### src/rtl/core/aivm_pkg.sv
package aivm_pkg;

    localparam int unsigned KIND_W  = 3;
    localparam int unsigned DATA_W  = 32;
    localparam int unsigned COUNT_W = 7;
    localparam int unsigned CHUNK_W = 7;
    localparam int unsigned STAT_W  = 3;

    localparam logic [CHUNK_W-1:0] CHUNK_RESET = 7'd8;

    localparam logic [KIND_W-1:0] KIND_LOAD        = 3'd0;
    localparam logic [KIND_W-1:0] KIND_STORE       = 3'd1;
    localparam logic [KIND_W-1:0] KIND_EVICT_CHUNK = 3'd2;
    localparam logic [KIND_W-1:0] KIND_EVICT_ALL   = 3'd3;
    localparam logic [KIND_W-1:0] KIND_RESET       = 3'd4;

    localparam logic [STAT_W-1:0] ST_HIT      = 3'd0;
    localparam logic [STAT_W-1:0] ST_MISS     = 3'd1;
    localparam logic [STAT_W-1:0] ST_UPDATED  = 3'd2;
    localparam logic [STAT_W-1:0] ST_INSERTED = 3'd3;
    localparam logic [STAT_W-1:0] ST_FULL     = 3'd4;
    localparam logic [STAT_W-1:0] ST_EVICTED  = 3'd5;
    localparam logic [STAT_W-1:0] ST_NONE     = 3'd6;
    localparam logic [STAT_W-1:0] ST_RESET    = 3'd7;

    // Controller to datapath.
    typedef struct packed {
        logic              capture;
        logic              match;
        logic              load_rd;
        logic              store;
        logic              clear_all;
        logic              ev_read;
        logic              emit;
        logic [STAT_W-1:0] code;
        logic              last;
    } t_cmd;

    // Datapath to controller.
    typedef struct packed {
        logic [KIND_W-1:0] kind;
        logic              hit;
        logic              full;
        logic              rem_zero;
    } t_stat;

endpackage

### src/rtl/core/aivm_ctrl.sv
module aivm_ctrl (
    input  logic            i_clk,
    input  logic            i_rst_n,
    input  logic            i_in_valid,
    output logic            o_in_stall,
    output logic            o_out_valid,
    input  logic            i_out_stall,
    input  aivm_pkg::t_stat i_stat,
    output aivm_pkg::t_cmd  o_cmd
);

    typedef enum logic [2:0] {
        S_IDLE,
        S_MATCH,
        S_EXEC,
        S_EMIT,
        S_EV_READ,
        S_EV_EMIT
    } t_state;

    t_state                      r_state, n_state;
    logic [aivm_pkg::STAT_W-1:0] r_code, n_code;
    logic                        r_out_valid;
    logic                        out_free;

    assign out_free    = !r_out_valid || !i_out_stall;
    assign o_in_stall  = (r_state != S_IDLE);
    assign o_out_valid = r_out_valid;

    always_comb begin
        n_state = r_state;
        n_code  = r_code;
        o_cmd   = '0;
        unique case (r_state)
            S_IDLE: begin
                if (i_in_valid) begin
                    o_cmd.capture = 1'b1;
                    n_state       = S_MATCH;
                end
            end
            S_MATCH: begin
                o_cmd.match = 1'b1;
                // drop unknown kinds without a result
                if (i_stat.kind > aivm_pkg::KIND_RESET) n_state = S_IDLE;
                else n_state = S_EXEC;
            end
            S_EXEC: begin
                unique case (i_stat.kind) inside
                    aivm_pkg::KIND_LOAD: begin
                        o_cmd.load_rd = 1'b1;
                        n_code  = i_stat.hit ? aivm_pkg::ST_HIT : aivm_pkg::ST_MISS;
                        n_state = S_EMIT;
                    end
                    aivm_pkg::KIND_STORE: begin
                        o_cmd.store = 1'b1;
                        if (i_stat.hit) n_code = aivm_pkg::ST_UPDATED;
                        else if (i_stat.full) n_code = aivm_pkg::ST_FULL;
                        else n_code = aivm_pkg::ST_INSERTED;
                        n_state = S_EMIT;
                    end
                    aivm_pkg::KIND_EVICT_CHUNK, aivm_pkg::KIND_EVICT_ALL: begin
                        if (i_stat.rem_zero) begin
                            n_code  = aivm_pkg::ST_NONE;
                            n_state = S_EMIT;
                        end else begin
                            n_state = S_EV_READ;
                        end
                    end
                    aivm_pkg::KIND_RESET: begin
                        o_cmd.clear_all = 1'b1;
                        n_code  = aivm_pkg::ST_RESET;
                        n_state = S_EMIT;
                    end
                    default: n_state = S_IDLE;
                endcase
            end
            S_EMIT: begin
                if (out_free) begin
                    o_cmd.emit = 1'b1;
                    o_cmd.code = r_code;
                    o_cmd.last = 1'b1;
                    n_state    = S_IDLE;
                end
            end
            S_EV_READ: begin
                o_cmd.ev_read = 1'b1;
                n_state       = S_EV_EMIT;
            end
            S_EV_EMIT: begin
                if (out_free) begin
                    o_cmd.emit = 1'b1;
                    o_cmd.code = aivm_pkg::ST_EVICTED;
                    o_cmd.last = i_stat.rem_zero;
                    n_state    = i_stat.rem_zero ? S_IDLE : S_EV_READ;
                end
            end
            default: n_state = S_IDLE;
        endcase
    end

    always_ff @(posedge i_clk) begin
        if (!i_rst_n) begin
            r_state     <= S_IDLE;
            r_code      <= aivm_pkg::ST_HIT;
            r_out_valid <= 1'b0;
        end else begin
            r_state <= n_state;
            r_code  <= n_code;
            if (o_cmd.emit) r_out_valid <= 1'b1;
            else if (!i_out_stall) r_out_valid <= 1'b0;
        end
    end

endmodule

### config.mk
export PLATFORM = sky130hd
export DESIGN_NAME = aivm_ctrl
export DESIGN_NICKNAME = d
export VERILOG_FILES = /design/src/rtl/core/aivm_pkg.sv /design/src/rtl/core/aivm_ctrl.sv
export SDC_FILE = /design/constraint.sdc
export NUM_CORES = 1
export LEC_CHECK = 0
export ABC_AREA = 1
export BUFFER_PORTS_ARGS = -buffer_cell sky130_fd_sc_hd__buf_4
export CAP_MARGIN = 20
export CELL_PAD_IN_SITES_DETAIL_PLACEMENT = 1
export CELL_PAD_IN_SITES_GLOBAL_PLACEMENT = 1
export CORE_MARGIN = 2
export CORE_UTILIZATION = 31
export DETAILED_ROUTE_END_ITERATION = 8
export PLACE_DENSITY_LB_ADDON = 0.1
export SLEW_MARGIN = 20
export SYNTH_ARGS = -nofsm -noshare
export SYNTH_HDL_FRONTEND = slang
export SYNTH_SLANG_ARGS = --single-unit
export TNS_END_PERCENT = 1
### constraint.sdc
create_clock -name i_clk -period 2.73 [get_ports i_clk]
set_clock_uncertainty 0.2 [all_clocks]
set_input_delay 0.546 -clock i_clk [delete_from_list [all_inputs] [get_ports i_clk]]
set_output_delay 0.546 -clock i_clk [all_outputs]
set_load 0.02 [all_outputs]
==> summary.md, run 1 <==
| Metric | Value |
|---|---|
| CP max FO | `6` |
| Synth Net Count | `104` |
| Maximum vdd ir drop | `0.000235 V` |
| Crit end category | `output pin` |
| Placed insts | `133` |
| Worst Tran Pin Value | `270 ps` |
| Final setup violation count | `0` |
| CTS root buffer | `clkbuf_4` |
| Chip height | `46.0 um` |
| Slew headroom | `81.9%` |
| Initial antenna violation count | `0` |
| Sequential fraction of the synthesis area | `25.7%` |
| Worst setup margin | `541 ps` |
| Worst R2R Setup Slack | `1380 ps` |
| Post-DP HPWL | `1220 um` |
| CTS tree | `done` |
| Total GRT Usage | `16.3%` |
| Largest cells by area after synthesis | `dfxtp_1, nand2_1, inv_1` |
| Status | `completed` |
| Post-place setup slack | `774 ps` |
| Gp weighted congestion | `0.739` |
| P_leak | `0.417 nW` |
| Final min period | `2190 ps` |
| DRT Pass-1 Iters | `4` |
| Worst skew pair latency | `250 ps` |
| Fillers | `245` |
| Starting DRT DRC Count | `8` |
| Share of post-route cells with drive strength above 1 | `30.8%` |
| Resized Gates After CTS | `0` |
| Post-route ant nets | `0` |
| Non-filler instance count after layout | `137` |
| Vias | `633` |
| Overflow after GRT | `0` |
| Pins Over Slew Limit | `0` |
| Setup total negative slack | `0 ps` |
| Hold_buf cts | `0` |
| Post-synth cell types | `19` |
| Syn Area/Cell | `5.80 um2` |
| WL final | `1420 um` |
| Die width | `46.0 um` |
| Startpoint types | `flip-flop` |
| H-tree depth | `1` |
| Area delta synth->final | `39.0%` |
| Min-delay worst type | `flip-flop to flip-flop` |
| First-pass GRT wire length | `2470 um` |
| Power Dens Cells | `385 nW/um2` |
| Ant. Diodes | `0` |
| Die area | `2110 um2` |
| Worst Path Arrival | `1440 ps` |
| Clock slew at reported path FFs | `60 ps` |
| CTS Buf Count | `3` |
| Via-per-instance ratio | `4.62` |
| Vias in the first global route | `600` |
| FP Rows | `15` |
| WS Path Type | `flip-flop to output pin` |
| Achievable frequency | `457 MHz` |
| CP required | `1980 ps` |
| MaxCap Viol Count | `0` |
| Final hold vios | `0` |
| Drt wl/cell | `10.3 um` |
| Clock Sinks | `7` |
| DRC | `0` |
| Post-Syn Area | `546 um2` |
| Mapped Cells | `94` |
| Largest net degree at the start of global routing | `7` |
| Synth area leader | `dfxtp_1` |
| Core Region | `1690 um2` |
| Hold_ws | `263 ps` |
| Final net count | `131` |
| Yosys top cell area share | `25.7%` |
| # IOs | `23` |
| Total setup buffers inserted after CTS | `0` |
| Clock Tree Buf Depth | `2` |
| Register bit total from synthesis | `7` |
| Number of synthesis warnings | `0` |
| IO buf count | `22` |
| Initial Util | `32.3%` |
| Final period utilization | `80.2%` |
| RSZ-0062 raised after global routing | `no` |
==> cells by family after synthesis <==
group / synth area share (%)
AND/OR/NAND/NOR: 46.8
buffers and inverters: 14.4
AO/OA/AOI/OAI: 13.1
flip-flops: 25.7
==> metrics by stage <==
step                      power (mW)  utilization, %  instance area [um2]
after floorplan                0.165               -                  546
after global placement         0.198            43.3                  732
after detailed placement       0.200            43.3                  732
after CTS                      0.299            44.9                  758
after global routing           0.313            44.9                  758
final                          0.292            44.9                  758
==> cells in the final DEF, fill, tap and decap left out, types with 2 or more instances in the layout <==
cell       n
nand2_1   28
dfxtp_1    7
nor2_1    13
a21oi_1    4
inv_1     17
nor3_1     2
a21oi_2    3
clkbuf_4   3
inv_2      4
buf_4     22
nand3_1    6
==> critical path, stage by stage (launching register included) <==
cell and delay (ps):
dfxtp_1 460, nand3_1 180, nand2_2 130, nand2_1 110
a21oi_1 150, buf_4 160
==> routing by layer <==
metal	part of all wire (%)	track usage [%]
met5	0	0
met4	1.1	8.57
met3	3.0	2.38
met2	48	24.4
met1	48	22.4
==> final cells by class <==
class / instances / area (um2) / share of cell area, %
Sequential cell: 7 / 140 / 18.5
Timing Repair Buffer: 22 / 165 / 21.8
Clock buffer: 4 / 26.3 / 3.47
Inverter: 21 / 78.8 / 10.4
Multi-Input combinational cell: 66 / 327 / 43.1
Tap cell: 17 / 21.3 / 2.81
==> state kept, by name (all words and copies together), names as in the netlist <==
| register | cells |
|---|---|
| o_out_valid | 1 |
| r_state | 3 |
| r_code | 3 |
==> synth_stat cells <==
| master | count |
|---|---|
| inv_2 | 4 |
| a21boi_0 | 1 |
| nor4_1 | 1 |
| nand3_1 | 6 |
| inv_1 | 17 |
| o21ai_1 | 1 |
| o21ai_0 | 1 |
| nand3_4 | 1 |
| o211ai_1 | 1 |
| nor2_4 | 1 |
| nor3_1 | 2 |
| a21oi_2 | 3 |
| nand2_2 | 1 |
| nor2_1 | 13 |
| nor3_2 | 1 |
| nand3_2 | 1 |
| dfxtp_1 | 7 |
| a21oi_1 | 4 |
| nand2_1 | 28 |
==> report_power, final <==
group | internal [mW] | total, mW | leakage, nW | switching, mW
Clock | 0.0559 | 0.0955 | 0.0150 | 0.0397
Sequential | 0.107 | 0.113 | 0.0569 | 0.00541
Combinational | 0.0338 | 0.0834 | 0.345 | 0.0496
==> path summary, 6_finish.rpt <==
| check | start | cells past startpoint | endpoint |
|---|---|---|---|
| max | r_state[2] | 5 | o_cmd[0] |
| min | r_code[1] | 2 | r_code[1] |
| max reg2reg | r_state[1] | 7 | r_code[0] |
| min reg2reg | r_code[1] | 2 | r_code[1] |
Power figures use the tool's default switching activity.
==> run 2, diff against run 1 <==
--- a/config.mk
+++ b/config.mk
@@ -11,7 +11,7 @@
 export CELL_PAD_IN_SITES_DETAIL_PLACEMENT = 1
 export CELL_PAD_IN_SITES_GLOBAL_PLACEMENT = 1
 export CORE_MARGIN = 2
-export CORE_UTILIZATION = 31
+export CORE_UTILIZATION = 29
 export DETAILED_ROUTE_END_ITERATION = 8
 export PLACE_DENSITY_LB_ADDON = 0.1
 export SLEW_MARGIN = 20
==> constraint.sdc (replaced) <==
create_clock -name i_clk -period 2.2 [get_ports i_clk]
set_clock_uncertainty 0.2 [all_clocks]
set_input_delay 0.44 -clock i_clk [delete_from_list [all_inputs] [get_ports i_clk]]
set_output_delay 0.44 -clock i_clk [all_outputs]
set_load 0.02 [all_outputs]
==> run 2 against run 1 <==
Sequential share of layout area down 0.24 points. Non-clock buffer count unchanged. Final area up 1.3%. Die area grew 6.3%. Critical path depth unchanged. Setup slack worse by 420 ps. Critical endpoint unchanged. Final cell count increased by 5.8%. Combinational power rose by 26%. Largest cell class unchanged. Sequential power rose by 24%. Highest routed layer unchanged.
==> summary.md, run 2 (same netlist as run 1, synthesis figures left out) <==
| Metric | Value |
|---|---|
| Status | `completed` |
| Slew headroom | `81.0% (-0.91 points)` |
| Worst skew pair latency | `260 ps (about the same)` |
| MaxCap Viol Count | `0 (unchanged)` |
| Share of post-route cells with drive strength above 1 | `30.8% (unchanged)` |
| Clock Sinks | `7 (unchanged)` |
| Starting DRT DRC Count | `13 (+5)` |
| Final net count | `131 (unchanged)` |
| Startpoint types | `flip-flop` |
| WL final | `1540 um (+9.0%)` |
| Hold_buf cts | `0 (unchanged)` |
| Worst Tran Pin Value | `284 ps (+13.5 ps)` |
| Commonest non-fill, non-tap cell in the layout | `nand2_1` |
| Post-place setup slack | `407 ps (-367 ps)` |
| FP Rows | `15 (unchanged)` |
| Core Region | `1750 um2 (+3.3%)` |
| Crit path cell chain | `nand3_1, nand2_2, nand2_1, a21oi_1, buf_4` |
| CP max stage cell | `dfxtp_1` |
| Total GRT Usage | `16.8% (+0.45 points)` |
| IO buf count | `22 (unchanged)` |
| Final hold vios | `0 (unchanged)` |
| Final setup violation count | `0 (unchanged)` |
| Resized Gates After CTS | `0 (unchanged)` |
| Gp weighted congestion | `0.774 (+4.8%)` |
| Clock Tree Buf Depth | `2 (unchanged)` |
| Final min period | `2080 ps` |
| CTS root buffer | `clkbuf_4` |
| Post-DP HPWL | `1310 um (+7.0%)` |
| Post-route ant nets | `0 (unchanged)` |
| Overflow after GRT | `0 (unchanged)` |
| Final period utilization | `94.7%` |
| Initial antenna violation count | `0 (unchanged)` |
| Max incr delay on CP | `470 ps (about the same)` |
| Drt wl/cell | `10.6 um (+3.0%)` |
| Area delta synth->final | `40.8%` |
| Power Dens Cells | `480 nW/um2 (+25%)` |
| Crit end category | `output pin` |
| Most frequent cells in the layout | `nand2_1, buf_4, inv_1, nor2_1, dfxtp_1` |
| CP required | `1560 ps (-420 ps)` |
| Pins Over Slew Limit | `0 (unchanged)` |
| Setup total negative slack | `0 ps (unchanged)` |
| Die area | `2240 um2 (+6.3%)` |
| Final core utilization | `44.0% (-0.87 points)` |
| P_leak | `0.417 nW (unchanged)` |
| Vias in the first global route | `620 (+3.3%)` |
| Ant. Diodes | `0 (unchanged)` |
| Via-per-instance ratio | `4.41 (-4.6%)` |
| H-tree depth | `1 (unchanged)` |
| Largest net degree at the start of global routing | `7 (unchanged)` |
| CTS tree | `done` |
| RSZ-0062 raised after global routing | `no` |
| DRC | `0 (unchanged)` |
| WS Path Type | `flip-flop to output pin` |
| Total setup buffers inserted after CTS | `0 (unchanged)` |
| Achievable frequency | `480 MHz` |
| Initial Util | `31.3% (-1.0 points)` |
| Clock slew at reported path FFs | `50 ps (about the same)` |
| Worst setup margin | `117 ps (-424 ps)` |
| CTS Buf Count | `3 (unchanged)` |
| Vias | `639 (+0.95%)` |
| Die width | `47.4 um (+3.1%)` |
| Chip height | `47.4 um (+3.1%)` |
| # IOs | `23 (unchanged)` |
| DRT Pass-1 Iters | `4 (unchanged)` |
| CP max FO | `6 (unchanged)` |
| Min-delay worst type | `input pin to flip-flop` |
| First-pass GRT wire length | `2570 um (+4.2%)` |
| Worst Path Arrival | `1440 ps (about the same)` |
| Maximum vdd ir drop | `0.000237 V (+0.83%)` |
-- run 2: cell counts in the layout (fill, tap and decap cells not counted) --
Identical to the previous run, type by type.
-- run 2: report_power, final --
| part | leakage (nW) | internal (mW) | switching (mW) | total [mW] |
|---|---|---|---|---|
| Clock | 0.0150 | 0.0696 | 0.0537 | 0.123 |
| Sequential | 0.0569 | 0.133 | 0.00688 | 0.140 |
| Combinational | 0.345 | 0.0420 | 0.0635 | 0.105 |
-- run 2: routing by layer --
layer | up-vias | global-route usage, % | wire length (um)
met3 | 5 | 3.46 | 55
met1 | 281 | 21.3 | 770
met5 | - | 0 | 0
met2 | 13 | 26.8 | 681
met4 | 0 | 8.33 | 36
li1 | 340 | - | -
-- run 2: cell type report --
| type | count | area (um2) |
|---|---|---|
| clock buffers | 4 | 26.3 |
| fillers | 254 | 977 |
| inverters | 21 | 78.8 |
| multi-input cells | 66 | 327 |
| flip-flops and latches | 7 | 140 |
| well taps | 25 | 31.3 |
| repair buffers | 22 | 165 |
-- run 2: path summary, 6_finish.rpt --
check / end / slack (ps) / start / depth (start not counted)
max: o_cmd[0] / 120 / r_state[2] / 5
min: r_state[1] / 210 / i_rst_n / 3
max reg2reg: r_code[0] / 830 / r_state[1] / 7
min reg2reg: r_code[1] / 270 / r_code[1] / 2
-- run 2: worst max-delay path: cells and delay by family (launching register included) --
family	cells	cell delay (ps)
DFF	1	470
and+or+nand+nor	3	400
buffers and inverters	1	160
AOI/OAI and AO/OA	1	150
-- run 2: per-stage QoR --
stage	hold WS, ps	area, um2	instances	power [mW]
final	208	768	145	0.369
after global routing	205	768	145	0.394
after detailed placement	264	742	141	0.249
after CTS	199	768	145	0.375
after global placement	259	742	141	0.247
after floorplan	245	546	94	0.205
